**src/hdl/dpa_pkg.sv**
```systemverilog
// Package for the demand page allocator: transaction structs, request and
// status codes, table geometry and reset values.
// No dependencies.
package dpa_pkg;

    localparam int TABLE_ENTRIES    = 1024;
    localparam int NUM_TABLES_DEF   = 4;
    localparam int DIR_DEPTH        = 1024;
    localparam int SLOT_W           = 10;
    localparam int DIR_ENTRY_W      = 3;
    localparam int COUNT_W          = 20;
    localparam int PAGE_SHIFT       = 12;

    localparam logic [31:0] START_ADDR_RST = 32'h0200_0000;

    localparam logic [1:0] REQ_FAULT  = 2'd0;
    localparam logic [1:0] REQ_DIR_WR = 2'd1;
    localparam logic [1:0] REQ_PT_WR  = 2'd2;

    localparam logic [1:0] ST_PRESENT = 2'd0;
    localparam logic [1:0] ST_ALLOC   = 2'd1;
    localparam logic [1:0] ST_NOTABLE = 2'd2;
    localparam logic [1:0] ST_WRITTEN = 2'd3;

    typedef struct packed {
        logic [1:0]        req_type;
        logic [31:0]       virtual_address;
        logic [SLOT_W-1:0] dir_slot;
        logic [1:0]        table_number;
        logic [SLOT_W-1:0] table_slot;
        logic              entry_present;
        logic [31:0]       entry_word;
    } req_t;

    typedef struct packed {
        logic [1:0]  status;
        logic [31:0] phys_address;
    } rsp_t;

    // directory memory port: one write and one read per cycle
    typedef struct packed {
        logic                   we;
        logic [SLOT_W-1:0]      waddr;
        logic [DIR_ENTRY_W-1:0] wdata;
        logic                   re;
        logic [SLOT_W-1:0]      raddr;
    } dir_port_t;

endpackage

```
**src/hdl/dpa_ctrl.sv**
```systemverilog
// Walk sequencer: clearing pass, directory and page table lookups,
// frame allocation, write-back, directory and table write requests and the output register.
// Depends on dpa_pkg.
module dpa_ctrl #(
    parameter int NUM_TABLES = dpa_pkg::NUM_TABLES_DEF,
    parameter int PT_AW      = $clog2(NUM_TABLES * dpa_pkg::TABLE_ENTRIES)
) (
    input  logic                             aclk,
    input  logic                             aresetn,
    input  logic [31-dpa_pkg::PAGE_SHIFT:0]  start_frame,
    input  logic                             s_valid,
    output logic                             s_ready,
    input  dpa_pkg::req_t                    s_data,
    output logic                             m_valid,
    input  logic                             m_ready,
    output dpa_pkg::rsp_t                    m_data,
    output dpa_pkg::dir_port_t               dir_port,
    input  logic [dpa_pkg::DIR_ENTRY_W-1:0]  dir_rdata,
    output logic                             pt_we,
    output logic [PT_AW-1:0]                 pt_waddr,
    output logic [31:0]                      pt_wdata,
    output logic                             pt_re,
    output logic [PT_AW-1:0]                 pt_raddr,
    input  logic [31:0]                      pt_rdata
);

    localparam int PT_DEPTH = NUM_TABLES * dpa_pkg::TABLE_ENTRIES;
    localparam int SW       = dpa_pkg::SLOT_W;
    localparam int FW       = 32 - dpa_pkg::PAGE_SHIFT;

    localparam logic [2:0] S_CLEAR = 3'd0;
    localparam logic [2:0] S_IDLE  = 3'd1;
    localparam logic [2:0] S_DIR   = 3'd2;
    localparam logic [2:0] S_PT    = 3'd3;
    localparam logic [2:0] S_FIN   = 3'd4;

    function automatic logic [PT_AW-1:0] pt_addr(input logic [1:0] tnum,
                                                 input logic [SW-1:0] slot);
        logic [PT_AW+SW+1:0] wide;
        wide = (PT_AW+SW+2)'({tnum, slot});
        return wide[PT_AW-1:0];
    endfunction

    logic [2:0]              state_reg, state_next;
    logic [PT_AW-1:0]        clr_cnt_reg, clr_cnt_next;
    logic [dpa_pkg::COUNT_W-1:0] count_reg, count_next;
    logic [SW-1:0]           tslot_reg, tslot_next;
    logic [PT_AW-1:0]        idx_reg, idx_next;
    dpa_pkg::rsp_t           res_reg, res_next;
    logic                    out_valid_reg, out_valid_next;
    dpa_pkg::rsp_t           out_data_reg, out_data_next;

    logic                    accept;
    logic                    out_free;
    logic                    fin_valid;
    dpa_pkg::rsp_t           fin_data;
    logic                    dir_ok;
    logic [1:0]              dtab;
    logic [FW-1:0]           new_frame;

    assign accept    = s_valid && s_ready;
    assign out_free  = !out_valid_reg || m_ready;
    assign s_ready   = (state_reg == S_IDLE);
    assign dtab      = dir_rdata[2:1];
    assign dir_ok    = dir_rdata[0] && (32'(dtab) < NUM_TABLES);
    assign new_frame = start_frame + FW'(count_reg);

    always_comb begin
        state_next     = state_reg;
        clr_cnt_next   = clr_cnt_reg;
        count_next     = count_reg;
        tslot_next     = tslot_reg;
        idx_next       = idx_reg;
        res_next       = res_reg;
        fin_valid      = 1'b0;
        fin_data       = '0;

        dir_port       = '0;
        pt_we          = 1'b0;
        pt_waddr       = idx_reg;
        pt_wdata       = '0;
        pt_re          = 1'b0;
        pt_raddr       = pt_addr(dtab, tslot_reg);

        case (state_reg)
            S_CLEAR: begin
                dir_port.we    = 1'b1;
                dir_port.waddr = clr_cnt_reg[SW-1:0];
                pt_we          = 1'b1;
                pt_waddr       = clr_cnt_reg;
                clr_cnt_next   = clr_cnt_reg + PT_AW'(1);
                if (clr_cnt_reg == PT_AW'(PT_DEPTH - 1)) begin
                    state_next = S_IDLE;
                end
            end
            S_IDLE: begin
                dir_port.raddr = s_data.virtual_address[31:32-SW];
                if (accept) begin
                    case (s_data.req_type)
                        dpa_pkg::REQ_FAULT: begin
                            dir_port.re = 1'b1;
                            tslot_next  = s_data.virtual_address[31-SW:dpa_pkg::PAGE_SHIFT];
                            state_next  = S_DIR;
                        end
                        dpa_pkg::REQ_DIR_WR: begin
                            dir_port.we    = 1'b1;
                            dir_port.waddr = s_data.dir_slot;
                            dir_port.wdata = {s_data.table_number, s_data.entry_present};
                        end
                        dpa_pkg::REQ_PT_WR: begin
                            pt_we    = (32'(s_data.table_number) < NUM_TABLES);
                            pt_waddr = pt_addr(s_data.table_number, s_data.table_slot);
                            pt_wdata = s_data.entry_word;
                        end
                        default: begin
                        end
                    endcase
                    if (s_data.req_type != dpa_pkg::REQ_FAULT) begin
                        fin_valid       = 1'b1;
                        fin_data.status = dpa_pkg::ST_WRITTEN;
                    end
                end
            end
            S_DIR: begin
                if (dir_ok) begin
                    pt_re      = 1'b1;
                    idx_next   = pt_raddr;
                    state_next = S_PT;
                end else begin
                    fin_valid       = 1'b1;
                    fin_data.status = dpa_pkg::ST_NOTABLE;
                end
            end
            S_PT: begin
                fin_valid = 1'b1;
                if (pt_rdata[0]) begin
                    fin_data.status       = dpa_pkg::ST_PRESENT;
                    fin_data.phys_address = {pt_rdata[31:dpa_pkg::PAGE_SHIFT],
                                             dpa_pkg::PAGE_SHIFT'(0)};
                end else begin
                    // allocate: present and writable
                    pt_we                 = 1'b1;
                    pt_wdata              = {new_frame, dpa_pkg::PAGE_SHIFT'(3)};
                    count_next            = count_reg + dpa_pkg::COUNT_W'(1);
                    fin_data.status       = dpa_pkg::ST_ALLOC;
                    fin_data.phys_address = {new_frame, dpa_pkg::PAGE_SHIFT'(0)};
                end
            end
            S_FIN: begin
                if (out_free) begin
                    state_next = S_IDLE;
                end
            end
            default: begin
                state_next = S_IDLE;
            end
        endcase

        // result goes straight to the output register when it is free
        if (fin_valid) begin
            if (out_free) begin
                state_next = S_IDLE;
            end else begin
                res_next   = fin_data;
                state_next = S_FIN;
            end
        end
    end

    always_comb begin
        out_valid_next = out_valid_reg;
        out_data_next  = out_data_reg;
        if (fin_valid && out_free) begin
            out_valid_next = 1'b1;
            out_data_next  = fin_data;
        end else if (state_reg == S_FIN && out_free) begin
            out_valid_next = 1'b1;
            out_data_next  = res_reg;
        end else if (m_ready) begin
            out_valid_next = 1'b0;
        end
    end

    always_ff @(posedge aclk) begin
        if (!aresetn) begin
            state_reg     <= S_CLEAR;
            clr_cnt_reg   <= '0;
            count_reg     <= '0;
            out_valid_reg <= 1'b0;
        end else begin
            state_reg     <= state_next;
            clr_cnt_reg   <= clr_cnt_next;
            count_reg     <= count_next;
            out_valid_reg <= out_valid_next;
        end
    end

    always_ff @(posedge aclk) begin
        tslot_reg    <= tslot_next;
        idx_reg      <= idx_next;
        res_reg      <= res_next;
        out_data_reg <= out_data_next;
    end

    assign m_valid = out_valid_reg;
    assign m_data  = out_data_reg;

endmodule

```
**config.mk**
```make
export PLATFORM = sky130hd
export DESIGN_NAME = dpa_ctrl
export DESIGN_NICKNAME = d
export VERILOG_FILES = /design/src/hdl/dpa_pkg.sv /design/src/hdl/dpa_ctrl.sv
export SDC_FILE = /design/constraint.sdc
export NUM_CORES = 1
export LEC_CHECK = 0
export ABC_CLOCK_PERIOD_IN_PS = 5100
export BUFFER_PORTS_ARGS = -buffer_cell sky130_fd_sc_hd__buf_2
export CAP_MARGIN = 5
export CORE_MARGIN = 3
export CORE_UTILIZATION = 40
export DETAILED_ROUTE_END_ITERATION = 7
export PLACE_DENSITY_LB_ADDON = 0.3
export SLEW_MARGIN = 0
export SYNTH_ARGS = -nofsm -noshare
export SYNTH_HDL_FRONTEND = slang
export SYNTH_SLANG_ARGS = --single-unit
```
**constraint.sdc**
```tcl
create_clock -name aclk -period 5.1 [get_ports aclk]
set_input_delay 1.275 -clock aclk [delete_from_list [all_inputs] [get_ports aclk]]
set_output_delay 1.275 -clock aclk [all_outputs]
set_load 0.03 [all_outputs]
```
==> results list, run 1 <==
* Worst Reg-to-Reg Cells: 6
- In this run the post-CTS setup repair buffer count came out at 0.
- Hold Fails Final Rpt: 0
- Compared with the post-synthesis result, the final layout area differs by 25.0%.
* Cell accounting for the most synthesized area: sky130_fd_sc_hd__edfxtp_1
- After the last flow step, the layout net total stands at 1048.
* Status: finished clean
* Area enclosed by the die boundary: 16800 um2
* Number of DRC violations after detailed-routing iteration 0: 277
- Cts hold-fix bufs: 0
- Yosys mapped the design onto 60 distinct sky130hd cell types.
* Final slew viol count: 0
- Among the stages of the critical path, the cell type that occurs most often is sky130_fd_sc_hd__buf_2.
- Clock tree from TritonCTS: yes
- Count of buffer and inverter cells on the critical path: 3
- In this run the power density over the cells is 220 nW/um2.
- Cell Chain, Critical Path: buf_2 > ha_1 > fa_1 > a21o_1 > a221oi_2 > o41a_1 > nand2_1 > o311ai_0 > buf_4 > o21ai_0 > buf_2
- Root cell of the clock tree: sky130_fd_sc_hd__clkbuf_16
- Setup repair after global routing left no endpoint under its margin.
* Actual transition at the worst max-transition pin: 1.03 ns
- After detailed routing, the total wire length is 17.5 mm.
* Core Footprint: 14700 um2
* Number of global-route vias before repair: 5034
- Filler cell count in the final layout: 1459
- Between clock sinks in the finished design, the worst skew comes to 0.0109 ns.
* Post-synth EDFFs: 66
- Number of logic stages on the critical path including buffering: 11
- After clock tree synthesis, the clock-pin slew on the worst setup and hold paths is 0.07 ns.
* TritonCTS Buffers: 9
* Netlist area before placement: 6090 um2
- Entering global routing, the biggest net connects 45 pins.
- Once the clock tree was built, the resizer swapped 0 gates to a different size.
* Data required time of the worst path: 3.83 ns
* Sink Count: 102
- Data arrival time at the worst-slack endpoint: 3.62 ns
* First-pass detailed-route iteration total: 5
- Most used flip-flop cell after synthesis: sky130_fd_sc_hd__edfxtp_1
* Vias per cell: 5.28
- Critical path start-end classification: input port to output port
- Worst Setup Slack post-DPL: 0.197 ns
- The detailed router placed 5635 vias in this run.
- Row generation in the floorplan step produced 44 rows.
- Yosys warns: 0
- In this run the register-to-register setup slack is 1.75 ns.
- Slew headroom: 31.0%
- Post-synthesis cell count: 665
- Setup violations remaining at the end of the flow were counted as 0.
* Largest buffer count on any clock path: 2
* Ratio of cells with drive above 1 in the final layout: 31.0%
- The analysis attributes to cell leakage a power of 3.45 nW.
* Yosys reg bits: 102
- Class of the most critical hold timing path: flop to flop
- Placer congestion estimate: 0.840
- Remaining antenna violation count after routing: 0
- Detailed placement ended at an HPWL of 13.5 mm.
- The share of the Yosys chip area taken by registers is 44.3%.
- The worst path uses 96.0% of the clock period.
- Final worst setup slack: 0.202 ns
* Max rail drop VDD: 0.165 mV
* Asr flop ratio synth: 0%
- Power, Total: 1.67 mW
- The floorplan step set the die height to 129 um.
- Grouping stages by cell kind, the critical path spends the most delay in compound AO/OA/AOI/OAI gates.
* Final Critical Period: 4.90 ns
- Critical-path cell with the highest stage delay: sky130_fd_sc_hd__fa_1
* Max frequency: 204 MHz
- The initial utilization of the core area, before any placement, comes to 41.5%.
* Start point of the worst min-delay path: tslot_reg[4]
- On the worst path, the slowest cell contributes a delay of 0.43 ns.
- In this run the tool buffered the top-level ports with 231 buffer cells.
* Post-synthesis average cell area: 9.16 um2
* Number of DRC violations after detailed routing: 0
- After routing, the total negative slack on setup checks comes to 0 ns.
- Maximum level of the CTS H-tree: 3
* Overall die width: 129 um
- The synthesized design devotes to its leading area cell type 32.5% of total area.
- Global routing used 19.9% of the available tracks across all layers.
* Antenna violations before repair: 1
- Sort of element at the end of the critical path: output port
- The worst setup path is launched from an input port.
* Number of violations of the max-capacitance limit: 0
- Yosys attributes the largest share of cell area to sky130_fd_sc_hd__edfxtp_1 (33%), sky130_fd_sc_hd__dfxtp_1 (12%), sky130_fd_sc_hd__nand2_1 (6.7%).
- Destination of the worst hold path: idx_reg[4]
- For this run the aggregate overflow at the end of global routing stands at 0.
- Maximum fanout count along the critical path: 3
- Clk_lat worst skew: 0.35 ns
* Top-Level Pins: 267
* Per-cell routed wire length: 16.4 um
* Worst R2R Start: state_reg[0]
* Hold-critical path depth: 0
* Wire length of the first global-routing pass: 26.3 mm
- The worst register-to-register path ends at m_data[20].
-- worst max path at each step --
| stage | from | to | slack (ns) |
|---|---|---|---|
| after global routing | start_frame[0] | pt_wdata[28] | 0.03 |
| final | start_frame[0] | pt_wdata[28] | 0.20 |
| after floorplan | start_frame[0] | pt_wdata[28] | 0.25 |
| after CTS | start_frame[0] | pt_wdata[28] | 0.21 |
| after global placement | start_frame[0] | pt_wdata[28] | 0.25 |
| after detailed placement | start_frame[0] | pt_wdata[28] | 0.20 |
-- logic make-up (layout without fill, tap and decap cells) --
kind of cell	after synthesis	after routing	share of synthesized area (%)
fa+ha+maj	22	22	4.64
other cells	1	13	0.0615
mux	15	15	2.71
simple gates	279	279	21.8
xor+xnor	37	37	5.32
compound gates	151	151	16.2
buf+inv	58	265	4.87
flops	102	102	44.3
-- final cells by class --
type                            count  area [um2]  share of cell area (%)
Timing Repair Buffer              240        1220                    16.1
Antenna cell                        1        2.50                  0.0328
Multi-Input combinational cell    516        3140                    41.3
Tap cell                          184         230                    3.02
Clock buffer                       10         229                    3.00
Sequential cell                   102        2700                    35.5
Clock inverter                      6        53.8                   0.706
Inverter                            9        33.8                   0.443
-- cells in the final DEF, fill, tap and decap left out, drive strengths merged, types with 4 or more instances in the layout --
master  count
a21oi      42
mux2        9
xnor2      16
nand3b      4
o22ai      12
xor2       21
nand4      13
conb       12
a22o       24
edfxtp     66
nor4        6
a21o        4
or3        10
o21ai      28
and3       12
nor2       61
inv        11
buf       240
nand3      16
clkbuf     10
and2       26
dfxtp      36
nor2b      10
mux2i       6
ha         21
nand2     108
a31oi      18
-- power breakdown --
group	switching [mW]	internal [mW]	leakage, nW
clock network	0.319	0.340	0.129
logic	0.0826	0.0581	2.45
registers	0.00332	0.871	0.876
total	0.405	1.27	3.45
-- per-layer routing --
layer	share of wire (%)	vias to the layer above	wire length, um	GRT usage, %
met4	1.4	0	242	5.93
met1	45	2633	7840	28.3
met2	49	172	8560	31.6
li1	-	2814	-	-
met3	4.8	16	842	2.97
met5	0	-	0	0
-- Yosys cell counts, types with 10 or more instances --
master,n
sky130_fd_sc_hd__or3_1,10
sky130_fd_sc_hd__nand2_1,108
sky130_fd_sc_hd__o22ai_1,12
sky130_fd_sc_hd__buf_4,18
sky130_fd_sc_hd__xor2_1,21
sky130_fd_sc_hd__a22o_1,24
sky130_fd_sc_hd__clkbuf_1,27
sky130_fd_sc_hd__o21ai_0,28
sky130_fd_sc_hd__edfxtp_1,66
sky130_fd_sc_hd__xnor2_1,16
sky130_fd_sc_hd__and2_1,26
sky130_fd_sc_hd__and3_1,12
sky130_fd_sc_hd__ha_1,21
sky130_fd_sc_hd__a31oi_1,18
sky130_fd_sc_hd__nand4_1,13
sky130_fd_sc_hd__nor2_1,59
sky130_fd_sc_hd__nand3_1,16
sky130_fd_sc_hd__nor2b_1,10
sky130_fd_sc_hd__dfxtp_1,36
sky130_fd_sc_hd__a21oi_1,41
-- stage by stage --
step                      hold WS (ns)  cells  utilization, %  cell area (um2)
after global routing             0.456   1068            51.8             7620
after CTS                        0.445   1067            51.8             7620
final                            0.442   1068            51.8             7620
after floorplan                  0.470    676               -             6140
after detailed placement         0.427   1051            49.9             7330
after global placement           0.426   1051            49.9             7330
No activity file was read; power rests on OpenSTA's default activity.
==> run 2: changes to the inputs <==
--- a/config.mk
+++ b/config.mk
@@ -8,7 +8,7 @@
 export ABC_CLOCK_PERIOD_IN_PS = 5100
 export BUFFER_PORTS_ARGS = -buffer_cell sky130_fd_sc_hd__buf_2
 export CAP_MARGIN = 5
-export CORE_MARGIN = 3
+export CORE_MARGIN = 2
 export CORE_UTILIZATION = 40
 export DETAILED_ROUTE_END_ITERATION = 7
 export PLACE_DENSITY_LB_ADDON = 0.3
==> run 2 against run 1 <==
Effect of this change:
- combinational power about the same
- critical path depth stayed put
- fmax fell by 0.55%
- via count about the same
- worst hold slack better by 0.0031 ns
- utilization shrank 0.94 points
- critical endpoint is now pt_wdata[24]
- clock power increased by 5.0%
- non-clock buffer count grew 2
- clock-buffer cell count is 1 lower
- sequential cell count is the same
- sequential power about the same
==> results list, run 2 (synthesized netlist as in run 1, its figures left out) <==
- The final number of hold-violating endpoints came to 0 (unchanged).
* Top-Level Pins: 267 (unchanged)
* Worst slack on hold paths: 0.445 ns (+0.00310 ns)
- Clk slew on worst S/H paths: 0.07 ns (about the same)
- The global-route total usage across every layer is 20.4% (+0.51 points).
- The largest net degree at the start of global routing is 36 (-20%).
- The cts-stage hold buffer count came to 0 (unchanged).
- TritonCTS built the clock tree.
- Core Footprint: 15000 um2 (+2.3%)
* Sort of element at the end of the critical path: output port
- Synthesis-to-finish area growth: 25.6%
- Final Critical Period: 4.93 ns (+0.0272 ns)
- The net total in the final layout came to 1050 (+0.19%).
- The routed via count is 5639 (+0.071%).
- Commonest non-fill, non-tap cell in the layout: sky130_fd_sc_hd__buf_2
- Sink Count: 102 (unchanged)
- The post-route DRC violation count was 0 (unchanged).
- Final slew viol count: 0 (unchanged)
* Buffers on Ports: 231 (unchanged)
- The maximum buffer depth of the clock tree is 2 (unchanged).
- The via count of the first global-routing pass is 5036 (+0.040%).
* Root cell of the clock tree: sky130_fd_sc_hd__clkbuf_16
- The total negative setup slack is 0 ns (unchanged).
- Per-cell routed wire length: 16.1 um (-1.9%)
- The part of the cycle the worst path needs was 96.6% (+0.53 points).
* Max frequency: 203 MHz (-0.55%)
- Number of DRC violations after detailed-routing iteration 0: 430 (+55%)
- Class of the most critical hold timing path: flop to flop
- Setup repair after global routing left no endpoint under its margin.
* Wire length of the first global-routing pass: 26.1 mm (-0.79%)
- Max rail drop VDD: 0.205 mV (+24%)
- The sum of overflow across all layers after global routing was 0 (unchanged).
- The number of antenna-violating nets in the routed design was 0 (unchanged).
- The initial antenna violation count came to 2 (+1).
- The die height is 127 um (-1.5%).
* Data arrival time at the worst-slack endpoint: 3.65 ns (+0.03 ns)
- Wirelength, routed: 17.3 mm (-1.3%)
- The internal reg-to-reg setup slack was 1.97 ns (+0.22 ns).
- The areal power density over the cells is 223 nW/um2 (+1.5%).
- First-pass detailed-route iteration total: 5 (unchanged)
* Vias per cell: 5.25 (-0.58%)
- Walking the worst path, the cells encountered are buf_2 > ha_1 > fa_1 > buf_4 > a211oi_1 > o21ai_0 > a41oi_1 > o21ai_0 > xor2_1 > a22o_1 > buf_2.
- Startpoint class of the critical path: input port
* Critical-path cell with the highest stage delay: sky130_fd_sc_hd__fa_1
* TritonCTS Buffers: 9 (unchanged)
* Maximum fanout count along the critical path: 2 (-1)
- Actual transition at the worst max-transition pin: 1.01 ns (-0.0162 ns)
* Count of buffer and inverter cells on the critical path: 3 (unchanged)
- The normalized max-slew margin is 32.5% (+1.5 points).
- The die area was 16200 um2 (-3.1%).
- Number of violations of the max-capacitance limit: 0 (unchanged)
- Maximum level of the CTS H-tree: 3 (unchanged)
- Buffers inserted during post-CTS setup optimization: 0 (unchanged)
- The total half-perimeter wirelength after legalization and detailed placement came to 13.2 mm (-1.8%).
- Number of cells upsized or downsized after cts: 0 (unchanged)
* Critical path start-end classification: input port to output port
- The top cell types in the final layout, fill and taps aside, are sky130_fd_sc_hd__buf_2 (231), sky130_fd_sc_hd__nand2_1 (108), sky130_fd_sc_hd__edfxtp_1 (66).
* Multi-input gate area in the final layout: 3140 um2 (unchanged)
- The post-route total power is 1.71 mW (+2.0%).
* Rows: 45 (+2.3%)
- The endpoint required time on the critical path was 3.83 ns (about the same).
* Filler cell count in the final layout: 1475 (+1.1%)
- Overall die width: 127 um (-1.5%)
- Seq. cell area: 2700 um2 (unchanged)
- The effective utilization at floorplan was 40.5% (-0.92 points).
* Placer congestion estimate: 0.909 (+8.2%)
- Status: finished clean
- Clk_lat worst skew: 0.36 ns (about the same)
- Worst path top cell family by delay: compound AO/OA/AOI/OAI gates
* Final setup violation count: 0 (unchanged)
- Leakage power total: 3.47 nW (+0.64%)
* Largest incremental delay on the critical path: 0.39 ns (-0.04 ns)
* Ratio of cells with drive above 1 in the final layout: 31.2% (+0.16 points)
- The largest clock skew in the final design is 0.00941 ns (-0.00147 ns).
-- run 2: layout make-up --
| type | instances | area share [%] |
|---|---|---|
| Inverter | 9 | 0.441 |
| Clock inverter | 7 | 0.883 |
| Sequential cell | 102 | 35.3 |
| Timing Repair Buffer | 242 | 16.2 |
| Multi-Input combinational cell | 516 | 41.1 |
| Tap cell | 188 | 3.07 |
| Clock buffer | 9 | 2.94 |
| Antenna cell | 2 | 0.0654 |
-- run 2: final timing paths --
kind / from / to / cells after the start
max: start_frame[0] / pt_wdata[24] / 11
min: tslot_reg[3] / idx_reg[3] / 0
max reg2reg: state_reg[2] / m_data[12] / 5
min reg2reg: tslot_reg[3] / idx_reg[3] / 0
-- run 2: power by group --
part	internal, mW	switching [mW]
Clock	0.344	0.348
Sequential	0.871	0.00373
Combinational	0.0581	0.0828
-- run 2: per-layer routing --
layer | wire length, um | share of wire, % | GRT usage [%]
met5 | 0 | 0 | 0
met4 | 327 | 1.9 | 6.92
met3 | 881 | 5.1 | 3.22
met2 | 8130 | 47 | 31.6
met1 | 7920 | 46 | 29.2
-- run 2: worst register-to-register path, stage by stage, from the launching register on --
cell and delay, ns:
sky130_fd_sc_hd__dfxtp_1 0.43, sky130_fd_sc_hd__nor3b_2 0.67, sky130_fd_sc_hd__o211ai_1 0.42, sky130_fd_sc_hd__o21ai_0 0.25
sky130_fd_sc_hd__a211o_1 0.18, sky130_fd_sc_hd__and2_1 0.80
-- run 2: metrics by stage --
stage | cells | utilization (%) | worst slack (ns) | instance area [um2]
after floorplan | 676 | - | 0.247 | 6140
after global placement | 1057 | 48.9 | 0.254 | 7350
after detailed placement | 1057 | 48.9 | 0.218 | 7350
after CTS | 1073 | 50.9 | 0.204 | 7650
after global routing | 1075 | 50.9 | 0.0609 | 7650
final | 1075 | 50.9 | 0.175 | 7650
==> run 3: changes to the inputs <==
--- a/config.mk
+++ b/config.mk
@@ -8,8 +8,10 @@
 export ABC_CLOCK_PERIOD_IN_PS = 5100
 export BUFFER_PORTS_ARGS = -buffer_cell sky130_fd_sc_hd__buf_2
 export CAP_MARGIN = 5
+export CELL_PAD_IN_SITES_DETAIL_PLACEMENT = 0
+export CELL_PAD_IN_SITES_GLOBAL_PLACEMENT = 1
 export CORE_MARGIN = 2
-export CORE_UTILIZATION = 40
+export CORE_UTILIZATION = 35
 export DETAILED_ROUTE_END_ITERATION = 7
 export PLACE_DENSITY_LB_ADDON = 0.3
 export SLEW_MARGIN = 0
==> run 3 against run 2 <==
Effect of this change:
- die area grew 14%
- power grew 1.1%
- sequential cell count is the same
- setup slack gained 0.038 ns
- final area grew 0.74%
- non-clock buffer count shrank 1
- critical path type unchanged
- largest cell class unchanged
- highest routed layer unchanged
==> results list, run 3 (synthesized netlist as in run 1, its figures left out) <==
- Status: finished clean
- The leakage power summed over all cells is 3.48 nW (about the same).
* Cts hold-fix bufs: 0 (unchanged)
- Final setup violation count: 0 (unchanged)
- The number of placed instances with taps included is 1093 (+3.4%).
- Slew headroom: 30.9% (-1.5 points)
- Maximum number of pins on one net before global-route repair: 45 (+25%)
- The fraction of final layout cells with drive strength greater than 1 came to 31.0% (-0.19 points).
* Final worst setup slack: 0.213 ns (+0.0381 ns)
- Final Critical Period: 4.89 ns (-0.0381 ns)
* Total routing resource utilization after global routing: 19.2% (-1.2 points)
- Wirelength, routed: 18.3 mm (+5.8%)
- The post-cts sizing count came to 0 (unchanged).
- Final global-route overflow total: 0 (unchanged)
- Number of global-route vias before repair: 4936 (-2.0%)
- Height of the die: 136 um (+6.7%)
* Number of DRC violations after detailed-routing iteration 0: 239 (-44%)
- Final slew viol count: 0 (unchanged)
- Placer congestion estimate: 0.861 (-5.2%)
- Antenna violations before repair: 1 (-1)
* Fin nets: 1049 (-0.095%)
- The worst supply voltage drop on vdd is 0.156 mV (-24%).
- Top-Level Pins: 267 (unchanged)
* Area enclosed by the die boundary: 18500 um2 (+14%)
- The die span in x came to 136 um (+6.7%).
- The clock sink count was 102 (unchanged).
- Per-cell routed wire length: 16.4 um (+2.4%)
* Remaining antenna violation count after routing: 0 (unchanged)
- The part of the cycle the worst path needs came to 95.8% (-0.75 points).
- STA classifies the critical path endpoint as an output port.
* Number of violations of the max-capacitance limit: 0 (unchanged)
- Clock skew: 0.0131 ns (+0.00366 ns)
- The critical path's largest stage delay came to 0.42 ns (+0.03 ns).
- The maximum level of the CTS H-tree was 3 (unchanged).
- The top fanout value on the critical path is 3 (+1).
- Wire length of the first global-routing pass: 27.4 mm (+5.3%)
- The total clock buffers created by CTS is 9 (unchanged).
- Among the stages of the critical path, the cell type that occurs most often is sky130_fd_sc_hd__buf_4.
- The endpoint required time on the critical path is 3.83 ns (about the same).
- The number of vias per cell after detailed routing is 4.99 (-4.9%).
- Clk slew on worst S/H paths: 0.07 ns (about the same)
* Critical path start-end classification: input port to output port
* Layout Cells excl Fill: 1110 (+3.3%)
* Clk_lat worst skew: 0.36 ns (about the same)
* Cell Chain, Critical Path: buf_2 > ha_1 > fa_1 > a21o_1 > a221oi_2 > o41a_1 > nand2_1 > o311ai_1 > buf_4 > o21ai_1 > buf_4
- The effective utilization at floorplan was 35.5% (-5.1 points).
- Hold Fails Final Rpt: 0 (unchanged)
* Startpoint class of the critical path: input port
- The area of the core came to 17200 um2 (+14%).
- The utilization after layout is 44.9% (-6.0 points).
* Actual transition at the worst max-transition pin: 1.03 ns (+0.0166 ns)
* Most used cells in the layout excluding fill and tap cells: sky130_fd_sc_hd__buf_2 (230), sky130_fd_sc_hd__nand2_1 (108), sky130_fd_sc_hd__edfxtp_1 (66)
- The routed via count was 5535 (-1.8%).
* Buffers on Ports: 231 (unchanged)
- Accumulated negative setup slack: 0 ns (unchanged)
- Worst Setup Slack post-DPL: 0.0894 ns (-0.128 ns)
* Commonest non-fill, non-tap cell in the layout: sky130_fd_sc_hd__buf_2
* Data arrival time at the worst-slack endpoint: 3.61 ns (-0.04 ns)
- Rows: 48 (+6.7%)
* Synthesis-to-finish area growth: 26.5%
- The count of buffers added by post-CTS timing repair for setup was 0 (unchanged).
* Number of DRC violations after detailed routing: 0 (unchanged)
- Max frequency: 205 MHz (+0.78%)
- Root cell of the clock tree: sky130_fd_sc_hd__clkbuf_16
- In this run the worst hold path is classified as flop to flop.
* Largest buffer count on any clock path: 2 (unchanged)
- The total half-perimeter wirelength after legalization and detailed placement was 14.0 mm (+5.4%).
- First-pass detailed-route iteration total: 4 (-1)
- TritonCTS built the clock tree.
- Setup repair after global routing missed its margin: false
- The largest individual stage delay along the critical path comes from the cell sky130_fd_sc_hd__fa_1.
* Pwr/cell area: 224 nW/um2 (+0.34%)
[run 3: path summary, 6_finish.rpt]
check | cells past startpoint | end | slack, ns | startpoint
min reg2reg | 0 | idx_reg[3] | 0.45 | tslot_reg[3]
max | 11 | pt_wdata[28] | 0.21 | start_frame[0]
max reg2reg | 5 | m_data[21] | 1.91 | state_reg[2]
min | 0 | idx_reg[3] | 0.45 | tslot_reg[3]
[run 3: report_power, final]
group / total [mW] / switching, mW / internal [mW] / leakage [nW]
combinational: 0.141 / 0.0822 / 0.0587 / 2.45
sequential: 0.875 / 0.00384 / 0.871 / 0.876
clock: 0.710 / 0.322 / 0.388 / 0.145
[run 3: per-layer routing]
layer	part of all wire, %	GRT usage [%]
met1	47	27.4
met5	0	0
met3	3.7	2.72
met4	1.4	5.50
met2	48	30.3
[run 3: area by class of cell]
type	instances	area (um2)
Antenna cell	1	2.50
Inverter	9	33.8
Multi-Input combinational cell	516	3140
Clock buffer	11	233
Tap cell	225	282
Timing Repair Buffer	241	1250
Sequential cell	102	2700
Fill cell	1789	9470
Clock inverter	5	65.1
[run 3: worst max-delay path, delay by kind of cell]
kind / cells / cell delay (ns)
AO/OA/AOI/OAI: 5 / 1.12
adder cells (fa/ha/maj): 2 / 0.63
buffers and inverters: 3 / 0.47
AND/OR/NAND/NOR: 1 / 0.10
[run 3: per-stage QoR]
step | area (um2) | power, mW | hold WS (ns)
after floorplan | 6140 | 0.970 | 0.470
after global placement | 7410 | 1.03 | 0.424
after detailed placement | 7410 | 1.03 | 0.429
after CTS | 7700 | 1.74 | 0.452
after global routing | 7710 | 1.79 | 0.463
final | 7710 | 1.73 | 0.449
